$ cat src/design/wpfm_pkg.sv
// Shared constants, codes and control types of the windowed pulse frequency meter.
package wpfm_pkg;

  localparam int CHANNELS_DEFAULT  = 3;
  localparam int FRAC_BITS_DEFAULT = 8;

  localparam int FUNC_W   = 2;
  localparam int CHAN_W   = 2;
  localparam int TIME_W   = 32;
  localparam int STATUS_W = 3;
  localparam int WORD_W   = 32;
  localparam int MIN_W    = 20;
  localparam int RATE_W   = 27;
  localparam int NUM_W    = WORD_W + RATE_W;
  localparam int CFG_IDX_W  = 1;
  localparam int CFG_DATA_W = 27;

  localparam logic [MIN_W-1:0]  MIN_INTERVAL_RESET = MIN_W'(3000);
  localparam logic [RATE_W-1:0] TICK_RATE_RESET    = RATE_W'(1000000);
  localparam logic [WORD_W-1:0] WORD_MAX           = '1;

  localparam logic [FUNC_W-1:0] FUNC_EDGE  = 2'd0;
  localparam logic [FUNC_W-1:0] FUNC_READ  = 2'd1;
  localparam logic [FUNC_W-1:0] FUNC_RESET = 2'd2;
  localparam logic [FUNC_W-1:0] FUNC_NONE  = 2'd3;

  localparam logic [CFG_IDX_W-1:0] REG_MIN_INTERVAL = 1'd0;
  localparam logic [CFG_IDX_W-1:0] REG_TICK_RATE    = 1'd1;

  localparam logic [STATUS_W-1:0] ST_SEEDED     = 3'd0;
  localparam logic [STATUS_W-1:0] ST_ACCEPTED   = 3'd1;
  localparam logic [STATUS_W-1:0] ST_GLITCH     = 3'd2;
  localparam logic [STATUS_W-1:0] ST_READ_FRESH = 3'd3;
  localparam logic [STATUS_W-1:0] ST_READ_EMPTY = 3'd4;
  localparam logic [STATUS_W-1:0] ST_RESET_DONE = 3'd5;

  typedef struct packed {
    logic load_item;
    logic exec;
    logic mul;
    logic div_start;
    logic load_out;
  } ctrl_cmd_t;

  typedef struct packed {
    logic in_ok;
    logic read_fresh;
    logic div_done;
    logic out_free;
  } dp_status_t;

endpackage

$ cat src/design/wpfm_div.sv
// Serial restoring divider with a saturating 32-bit quotient of (num << FRAC_BITS) / divisor.
module wpfm_div #(
  parameter int FRAC_BITS = wpfm_pkg::FRAC_BITS_DEFAULT
) (
  input  logic                              clk,
  input  logic                              rst,
  input  logic                              start,
  input  logic [wpfm_pkg::NUM_W-1:0]        num,
  input  logic [wpfm_pkg::WORD_W-1:0]       divisor,
  output logic                              done,
  output logic [wpfm_pkg::WORD_W-1:0]       quot
);

  localparam int W    = wpfm_pkg::WORD_W;
  localparam int NW   = wpfm_pkg::NUM_W + FRAC_BITS;
  localparam int HW   = NW - W;
  localparam int CW   = (HW > W) ? HW : W;
  localparam int STEP_W = $clog2(W);
  localparam logic [STEP_W-1:0] LAST_STEP = STEP_W'(W - 1);

  logic [NW-1:0]     n_full;
  logic [HW-1:0]     n_hi;
  logic              overflow;
  logic [W:0]        trial;
  logic              q_bit;
  logic [W-1:0]      rem;
  logic [W-1:0]      dvd;
  logic [W-1:0]      div_q;
  logic [STEP_W-1:0] step;
  logic              busy;

  assign n_full   = NW'(num) << FRAC_BITS;
  assign n_hi     = n_full[NW-1:W];
  assign overflow = CW'(n_hi) >= CW'(divisor);
  assign trial    = {rem, dvd[W-1]};
  assign q_bit    = trial >= {1'b0, div_q};
  assign quot     = dvd;

  always_ff @(posedge clk) begin
    if (rst) begin
      busy <= 1'b0;
      done <= 1'b0;
      step <= '0;
    end else begin
      done <= 1'b0;
      if (start) begin
        div_q <= divisor;
        step  <= '0;
        if (overflow) begin
          dvd  <= '1;
          done <= 1'b1;
        end else begin
          // Upper part is below the divisor here, so it fits one word.
          rem  <= W'(n_hi);
          dvd  <= n_full[W-1:0];
          busy <= 1'b1;
        end
      end else if (busy) begin
        // One quotient bit a cycle; the dividend word shifts out as quotient shifts in.
        rem  <= q_bit ? W'(trial - {1'b0, div_q}) : trial[W-1:0];
        dvd  <= {dvd[W-2:0], q_bit};
        step <= step + STEP_W'(1);
        if (step == LAST_STEP) begin
          busy <= 1'b0;
          done <= 1'b1;
        end
      end
    end
  end

endmodule

$ cat src/design/wpfm_ctrl.sv
// Controller state machine sequencing capture, update, multiply, divide and result hand-off.
module wpfm_ctrl (
  input  logic                 clk,
  input  logic                 rst,
  input  logic                 in_valid,
  output logic                 in_ready,
  input  wpfm_pkg::dp_status_t dp_status,
  output wpfm_pkg::ctrl_cmd_t  cmd
);

  localparam logic [2:0] S_IDLE = 3'd0;
  localparam logic [2:0] S_EXEC = 3'd1;
  localparam logic [2:0] S_MUL  = 3'd2;
  localparam logic [2:0] S_DIVS = 3'd3;
  localparam logic [2:0] S_DIV  = 3'd4;
  localparam logic [2:0] S_DONE = 3'd5;

  logic [2:0] state;
  logic [2:0] state_next;

  assign in_ready = (state == S_IDLE);

  always_comb begin
    state_next = state;
    cmd        = '0;
    unique case (state)
      S_IDLE: begin
        if (in_valid && dp_status.in_ok) begin
          cmd.load_item = 1'b1;
          state_next    = S_EXEC;
        end
      end
      S_EXEC: begin
        cmd.exec   = 1'b1;
        state_next = dp_status.read_fresh ? S_MUL : S_DONE;
      end
      S_MUL: begin
        cmd.mul    = 1'b1;
        state_next = S_DIVS;
      end
      S_DIVS: begin
        cmd.div_start = 1'b1;
        state_next    = S_DIV;
      end
      S_DIV: begin
        if (dp_status.div_done) begin
          state_next = S_DONE;
        end
      end
      S_DONE: begin
        if (dp_status.out_free) begin
          cmd.load_out = 1'b1;
          state_next   = S_IDLE;
        end
      end
      default: begin
        state_next = S_IDLE;
      end
    endcase
  end

  always_ff @(posedge clk) begin
    if (rst) begin
      state <= S_IDLE;
    end else begin
      state <= state_next;
    end
  end

  a_capture_then_exec: assert property (@(posedge clk) disable iff (rst)
    cmd.load_item |=> state == S_EXEC)
    else $error("captured transaction not followed by execute");

  a_done_in_div: assert property (@(posedge clk) disable iff (rst)
    dp_status.div_done |-> state == S_DIV)
    else $error("divider finished outside the divide wait");

  a_div_follows_mul: assert property (@(posedge clk) disable iff (rst)
    cmd.div_start |-> $past(cmd.mul))
    else $error("divider started without a fresh product");

endmodule

$ cat src/design/wpfm_datapath.sv
// Datapath: configuration, per-channel window state, product register, divider and result register.
module wpfm_datapath #(
  parameter int CHANNELS  = wpfm_pkg::CHANNELS_DEFAULT,
  parameter int FRAC_BITS = wpfm_pkg::FRAC_BITS_DEFAULT
) (
  input  logic                                clk,
  input  logic                                rst,
  input  logic                                cfg_valid,
  input  logic [wpfm_pkg::CFG_IDX_W-1:0]      cfg_index,
  input  logic [wpfm_pkg::CFG_DATA_W-1:0]     cfg_data,
  input  logic [wpfm_pkg::FUNC_W-1:0]         func,
  input  logic [wpfm_pkg::CHAN_W-1:0]         channel,
  input  logic [wpfm_pkg::TIME_W-1:0]         timestamp_ticks,
  input  wpfm_pkg::ctrl_cmd_t                 cmd,
  output wpfm_pkg::dp_status_t                dp_status,
  output logic                                out_valid,
  input  logic                                out_ready,
  output logic [wpfm_pkg::STATUS_W-1:0]       status,
  output logic [wpfm_pkg::WORD_W-1:0]         freq_q8,
  output logic [wpfm_pkg::WORD_W-1:0]         window_count,
  output logic [wpfm_pkg::WORD_W-1:0]         window_sum
);

  localparam int W    = wpfm_pkg::WORD_W;
  localparam int CH_W = (CHANNELS > 1) ? $clog2(CHANNELS) : 1;

  logic [wpfm_pkg::MIN_W-1:0]  min_interval;
  logic [wpfm_pkg::RATE_W-1:0] tick_rate;

  logic [W-1:0] interval_sum   [CHANNELS];
  logic [W-1:0] interval_count [CHANNELS];
  logic [W-1:0] last_edge_time [CHANNELS];
  logic         seeded         [CHANNELS];

  logic [wpfm_pkg::FUNC_W-1:0] func_q;
  logic [CH_W-1:0]             ch_q;
  logic [W-1:0]                time_q;

  logic [wpfm_pkg::STATUS_W-1:0] res_status;
  logic [W-1:0]                  res_freq;
  logic [W-1:0]                  res_count;
  logic [W-1:0]                  res_sum;
  logic [wpfm_pkg::NUM_W-1:0]    product;

  logic [W-1:0] cur_sum;
  logic [W-1:0] cur_count;
  logic [W-1:0] interval;
  logic         glitch;
  logic [W:0]   sum_wide;
  logic [W:0]   count_wide;
  logic [W-1:0] sum_sat;
  logic [W-1:0] count_sat;
  logic         div_done;
  logic [W-1:0] div_quot;

  assign cur_sum    = interval_sum[ch_q];
  assign cur_count  = interval_count[ch_q];
  assign interval   = time_q - last_edge_time[ch_q];
  assign glitch     = interval < W'(min_interval);
  assign sum_wide   = {1'b0, cur_sum} + {1'b0, interval};
  assign count_wide = {1'b0, cur_count} + (W+1)'(1);
  assign sum_sat    = sum_wide[W] ? wpfm_pkg::WORD_MAX : sum_wide[W-1:0];
  assign count_sat  = count_wide[W] ? wpfm_pkg::WORD_MAX : count_wide[W-1:0];

  assign dp_status.in_ok      = (func != wpfm_pkg::FUNC_NONE) && (32'(channel) < CHANNELS);
  assign dp_status.read_fresh = (func_q == wpfm_pkg::FUNC_READ) && (cur_count != '0)
                                && (cur_sum != '0);
  assign dp_status.div_done   = div_done;
  assign dp_status.out_free   = !out_valid || out_ready;

  wpfm_div #(
    .FRAC_BITS(FRAC_BITS)
  ) u_div (
    .clk     (clk),
    .rst     (rst),
    .start   (cmd.div_start),
    .num     (product),
    .divisor (res_sum),
    .done    (div_done),
    .quot    (div_quot)
  );

  // Configuration registers.
  always_ff @(posedge clk) begin
    if (rst) begin
      min_interval <= wpfm_pkg::MIN_INTERVAL_RESET;
      tick_rate    <= wpfm_pkg::TICK_RATE_RESET;
    end else if (cfg_valid) begin
      unique case (cfg_index)
        wpfm_pkg::REG_MIN_INTERVAL: min_interval <= cfg_data[wpfm_pkg::MIN_W-1:0];
        wpfm_pkg::REG_TICK_RATE:    tick_rate    <= cfg_data[wpfm_pkg::RATE_W-1:0];
        default: ;
      endcase
    end
  end

  // Captured item.
  always_ff @(posedge clk) begin
    if (cmd.load_item) begin
      func_q <= func;
      ch_q   <= CH_W'(channel);
      time_q <= timestamp_ticks;
    end
  end

  // Per-channel window state.
  always_ff @(posedge clk) begin
    if (rst) begin
      for (int c = 0; c < CHANNELS; c++) begin
        interval_sum[c]   <= '0;
        interval_count[c] <= '0;
        last_edge_time[c] <= '0;
        seeded[c]         <= 1'b0;
      end
    end else if (cmd.exec) begin
      case (func_q)
        wpfm_pkg::FUNC_EDGE: begin
          if (!seeded[ch_q]) begin
            seeded[ch_q]         <= 1'b1;
            last_edge_time[ch_q] <= time_q;
          end else if (!glitch) begin
            interval_sum[ch_q]   <= sum_sat;
            interval_count[ch_q] <= count_sat;
            last_edge_time[ch_q] <= time_q;
          end
        end
        wpfm_pkg::FUNC_READ: begin
          interval_sum[ch_q]   <= '0;
          interval_count[ch_q] <= '0;
        end
        default: begin
          interval_sum[ch_q]   <= '0;
          interval_count[ch_q] <= '0;
          last_edge_time[ch_q] <= '0;
          seeded[ch_q]         <= 1'b0;
        end
      endcase
    end
  end

  // Pending result, product and quotient.
  always_ff @(posedge clk) begin
    if (cmd.exec) begin
      res_freq <= '0;
      case (func_q)
        wpfm_pkg::FUNC_EDGE: begin
          if (!seeded[ch_q]) begin
            res_status <= wpfm_pkg::ST_SEEDED;
            res_count  <= cur_count;
            res_sum    <= cur_sum;
          end else if (glitch) begin
            res_status <= wpfm_pkg::ST_GLITCH;
            res_count  <= cur_count;
            res_sum    <= cur_sum;
          end else begin
            res_status <= wpfm_pkg::ST_ACCEPTED;
            res_count  <= count_sat;
            res_sum    <= sum_sat;
          end
        end
        wpfm_pkg::FUNC_READ: begin
          res_status <= dp_status.read_fresh ? wpfm_pkg::ST_READ_FRESH
                                             : wpfm_pkg::ST_READ_EMPTY;
          res_count  <= cur_count;
          res_sum    <= cur_sum;
        end
        default: begin
          res_status <= wpfm_pkg::ST_RESET_DONE;
          res_count  <= '0;
          res_sum    <= '0;
        end
      endcase
    end
    if (cmd.mul) begin
      product <= res_count * tick_rate;
    end
    if (div_done) begin
      res_freq <= div_quot;
    end
  end

  // Output register.
  always_ff @(posedge clk) begin
    if (rst) begin
      out_valid <= 1'b0;
    end else if (cmd.load_out) begin
      out_valid <= 1'b1;
    end else if (out_ready) begin
      out_valid <= 1'b0;
    end
  end

  always_ff @(posedge clk) begin
    if (cmd.load_out) begin
      status       <= res_status;
      freq_q8      <= res_freq;
      window_count <= res_count;
      window_sum   <= res_sum;
    end
  end

  a_load_into_free: assert property (@(posedge clk) disable iff (rst)
    cmd.load_out |-> (!out_valid || out_ready))
    else $error("result loaded over an untaken transaction");

  a_freq_only_fresh: assert property (@(posedge clk) disable iff (rst)
    (out_valid && freq_q8 != '0) |-> status == wpfm_pkg::ST_READ_FRESH)
    else $error("nonzero frequency on a result that is not a fresh read");

endmodule

$ cat src/design/windowed_pulse_frequency_meter.sv
// Top level of the multi-channel windowed pulse frequency meter.
//
// Input channel (in_valid/in_ready): func, channel, timestamp_ticks. func edge
// seeds or extends a channel's window, func read returns the window's average
// frequency in fixed point and clears sum and count (the reference is kept),
// func reset clears the channel. Items with func 3 or an out-of-range channel
// are taken and dropped with no result.
// Output channel (out_valid/out_ready): status, freq_q8, window_count,
// window_sum, one result per kept transaction.
// Config channel (cfg_valid/cfg_ready): cfg_index 0 min_interval_ticks,
// 1 ticks_per_second; always ready, write only while the block is idle.
// An edge or reset passes the execute and done states before its result
// enters the output register; a fresh read also runs a 32x27 multiply and
// the one-bit-a-cycle divider (32 steps); a saturating read skips the steps.
// Throughput: one item at a time; the next item is taken once the controller
// is back in idle, while the previous result may still wait in the output
// register. A stalled receiver holds the result and, once a second result is
// ready, holds the controller until the first transaction completes.
// Reset (rst, synchronous): clears all channels, restores the register
// defaults and drops any pending result.
module windowed_pulse_frequency_meter #(
  parameter int CHANNELS  = wpfm_pkg::CHANNELS_DEFAULT,
  parameter int FRAC_BITS = wpfm_pkg::FRAC_BITS_DEFAULT
) (
  input  logic                            clk,
  input  logic                            rst,
  input  logic                            cfg_valid,
  output logic                            cfg_ready,
  input  logic [wpfm_pkg::CFG_IDX_W-1:0]  cfg_index,
  input  logic [wpfm_pkg::CFG_DATA_W-1:0] cfg_data,
  input  logic                            in_valid,
  output logic                            in_ready,
  input  logic [wpfm_pkg::FUNC_W-1:0]     func,
  input  logic [wpfm_pkg::CHAN_W-1:0]     channel,
  input  logic [wpfm_pkg::TIME_W-1:0]     timestamp_ticks,
  output logic                            out_valid,
  input  logic                            out_ready,
  output logic [wpfm_pkg::STATUS_W-1:0]   status,
  output logic [wpfm_pkg::WORD_W-1:0]     freq_q8,
  output logic [wpfm_pkg::WORD_W-1:0]     window_count,
  output logic [wpfm_pkg::WORD_W-1:0]     window_sum
);

  wpfm_pkg::ctrl_cmd_t  cmd;
  wpfm_pkg::dp_status_t dp_status;

  // Registers take a write in any cycle.
  assign cfg_ready = 1'b1;

  wpfm_ctrl u_ctrl (
    .clk       (clk),
    .rst       (rst),
    .in_valid  (in_valid),
    .in_ready  (in_ready),
    .dp_status (dp_status),
    .cmd       (cmd)
  );

  wpfm_datapath #(
    .CHANNELS  (CHANNELS),
    .FRAC_BITS (FRAC_BITS)
  ) u_datapath (
    .clk             (clk),
    .rst             (rst),
    .cfg_valid       (cfg_valid),
    .cfg_index       (cfg_index),
    .cfg_data        (cfg_data),
    .func            (func),
    .channel         (channel),
    .timestamp_ticks (timestamp_ticks),
    .cmd             (cmd),
    .dp_status       (dp_status),
    .out_valid       (out_valid),
    .out_ready       (out_ready),
    .status          (status),
    .freq_q8         (freq_q8),
    .window_count    (window_count),
    .window_sum      (window_sum)
  );

endmodule
$ cat config.mk
export PLATFORM = sky130hd
export DESIGN_NAME = windowed_pulse_frequency_meter
export DESIGN_NICKNAME = d
export VERILOG_FILES = /design/src/design/wpfm_pkg.sv /design/src/design/wpfm_div.sv /design/src/design/wpfm_ctrl.sv /design/src/design/wpfm_datapath.sv /design/src/design/windowed_pulse_frequency_meter.sv
export SDC_FILE = /design/constraint.sdc
export NUM_CORES = 2
export LEC_CHECK = 0
export ABC_AREA = 1
export BUFFER_PORTS_ARGS = -buffer_cell sky130_fd_sc_hd__buf_4
export CAP_MARGIN = 5
export CORE_UTILIZATION = 67
export CTS_CLUSTER_DIAMETER = 40
export DETAILED_ROUTE_END_ITERATION = 8
export PLACE_DENSITY_LB_ADDON = 0.15
export SKIP_CTS_REPAIR_TIMING = 1
export SLEW_MARGIN = 20
export SYNTH_ARGS = -nofsm -noshare
export SYNTH_HDL_FRONTEND = slang
export SYNTH_HIERARCHICAL = 1
export SYNTH_SLANG_ARGS = --single-unit
$ cat constraint.sdc
create_clock -name clk -period 24.6 [get_ports clk]
set_input_delay 2.46 -clock clk [delete_from_list [all_inputs] [get_ports clk]]
set_output_delay 2.46 -clock clk [all_outputs]
set_load 0.005 [all_outputs]
==> out/metrics.yaml <==
synth:
  synth_commonest_cells: "2474 x nand2_1, 1849 x inv_1, 777 x edfxtp_1"
  yosysMostFrequentCell: "nand2_1"
  synth_top_cell_by_area: "edfxtp_1"
  synth_edf_count: 777
  seq_area_frac_synth: 0.3377
  ys_async_sr_fraction: 0
  yosysWarnings: 6
  ys_top_cells_by_area: "edfxtp_1 32%, fa_1 21%, nand2_1 13%"
  yosys.area.top_type_share: 0.3212
  synth.distinct_cells: 57
  synth_cells: 8723
  ys.flop_type: "edfxtp_1"
  synth-seq-cells: 837
  synth_fp_nets: 9892
  syn_avg_cell_area_um2: 8.328
  synth_area_um2: 72650
cts:
  clk_pin_slew_ns: 0.06
  cts_buffer_depth: 3
  cts-root-buf: "clkbuf_16"
  clock_latency_ns: 0.76
  cts_buffers: 113
  cts_tree: "done"
  htree_levels: 3
  cts.sinks: 837
job:
  cap_violations: 0
drt:
  drt_iter0_markers: 6601
  met2_length_um: 99450
  vias_per_cell: 5.752
  drc_errors: 0
  num_vias: 58780
  drt_first_pass_iters: 6
  ant_nets: 0
  wl_per_cell_um: 20.99
  wl_met3_um: 23640
  routed_wirelength_um: 214500
  drt-met1-wl_um: 81360
  highest_layer: "met5"
timing:
  rsz0062_at_grt: "false"
  fin_crit_ns: 7.919
  slew_viol_final: 0
  layout_worst_path_cycle_share: 0.3219
  hold_violations: 0
  tns_ns: 0
  worstMarginPinSlew_ns: 0.9957
  finalSetupViolCount: 0
  fin_hold_ws_ns: 0.4169
  relSlewSlack: 0.3362
  fmaxAchievable_mhz: 126.3
  skew_ns: 0.08078
place:
  placedCellCount: 10000
  hpwlAfterDp_um: 158200
  port_buffers: 169
  gp_congestion: 1.044
die:
  die_area_um2: 109700
  die_h_um: 331.3
  die_w_um: 331.3
  ios: 171
  core_um2: 107400
  initial_core_util: 0.6767
  rows: 120
final_layout:
  fillers: 7993
  stdcell_count: 10220
  drive_above_1_share: 0.07418
  n_antenna_cell: 0
  fin_nets: 9884
  area_delta_synth_final_pct: 8.544
global_routing:
  grt_pass1_vias: 59270
  grt_antenna_before_repair: 8
  grt_pass1_wl_um: 330900
  grt-ovfl-total: 0
  grt_usage: 0.3930
  grt_max_degree: 104
hold_path:
  min_path_type: "flip-flop to flip-flop"
setup_path:
  cp-start-kind: "flip-flop"
  slowest_delay_ns: 0.69
  path_max_fanout: 68
  slowest_stage: "buf_4"
  crit_type: "flip-flop to flip-flop"
  critPathCaptureType: "flip-flop"
  arrival_ns: 8.30
  worstPathRequired_ns: 24.99
  crit_top_cell: "nand2_1"
run_status:
  outcome: "completed"
[layout make-up]
| cell class | instances | area (um2) | share of cell area |
|---|---|---|---|
| Timing Repair Buffer | 267 | 2008 | 0.02547 |
| Clock buffer | 128 | 2914 | 0.03696 |
| Tap cell | 1403 | 1755 | 0.02226 |
| Sequential cell | 837 | 24550 | 0.3113 |
| Inverter | 1893 | 7113 | 0.09021 |
| Clock inverter | 88 | 1151 | 0.01460 |
| Multi-Input combinational cell | 5603 | 39370 | 0.4992 |
[sequential cells by signal, indices dropped and copies added, names as in the netlist, 32 cells and up, named ones only]
register,cells
u_datapath/freq_q8,32
u_datapath/interval_count,128
u_datapath/interval_sum,128
u_datapath/last_edge_time,128
u_datapath/product,59
u_datapath/res_count,32
u_datapath/res_freq,32
u_datapath/res_sum,32
u_datapath/time_q,32
u_datapath/u_div/div_q,32
u_datapath/u_div/quot,32
u_datapath/u_div/rem,32
u_datapath/window_count,32
u_datapath/window_sum,32
[cells by family after synthesis]
kind of cell	share of synthesized area
other	0.00005162
xor gates and xnor gates	0.01603
adders and majority gates	0.2672
AOI/OAI and AO/OA	0.03837
buffers and inverters	0.1219
DFF	0.3377
and+or+nand+nor	0.2187
[layer usage]
| layer | up-vias | track usage |
|---|---|---|
| li1 | 26450 | - |
| met1 | 28230 | 0.5239 |
| met2 | 3480 | 0.6319 |
| met3 | 612 | 0.07460 |
| met4 | 8 | 0.1721 |
| met5 | - | 0 |
[critical path, delay by kind of cell (launching register included)]
| family | cells | cell delay [ns] |
|---|---|---|
| and+or+nand+nor | 16 | 2.63 |
| buffers and inverters | 6 | 2.54 |
| adders and majority gates | 3 | 0.92 |
| AOI/OAI and AO/OA | 4 | 0.77 |
| DFF | 1 | 0.34 |
| xor gates and xnor gates | 1 | 0.21 |
[cells in the final DEF (no fill, tap or decap), drive strengths merged, types with 45 or more instances in the layout]
cell       n
clkbuf   128
clkinv    47
dfxtp     60
nor2     780
fa       752
xnor2     45
o21ai    136
buf      267
inv     1911
nand4     56
nand2   2510
edfxtp   777
a21oi    231
nand3    411
xor2      88
ha       348
[metrics by stage]
stage | setup slack, ns | util | area, um2
2_1_floorplan | 14.89 | - | 72650
3_3_place_gp | 17.06 | 0.6966 | 74780
3_5_place_dp | 16.86 | 0.6966 | 74780
4_1_cts | 16.85 | 0.7345 | 78850
5_1_grt | 16.24 | 0.7345 | 78850
6_report | 16.68 | 0.7345 | 78850
[final timing paths]
path,slack (ns),endpoint,cells past startpoint,start
worst max-delay path,16.68,u_datapath/interval_sum[0][23],30,flip-flop
worst min-delay path,0.42,u_datapath/freq_q8[24],0,u_datapath/res_freq[24]
worst max register to register,16.68,u_datapath/interval_sum[0][23],30,flip-flop
worst min register to register,0.42,u_datapath/freq_q8[24],0,u_datapath/res_freq[24]
Power is not shown: default switching activity piles up to over one toggle a cycle in this logic, so the estimate is an artifact.
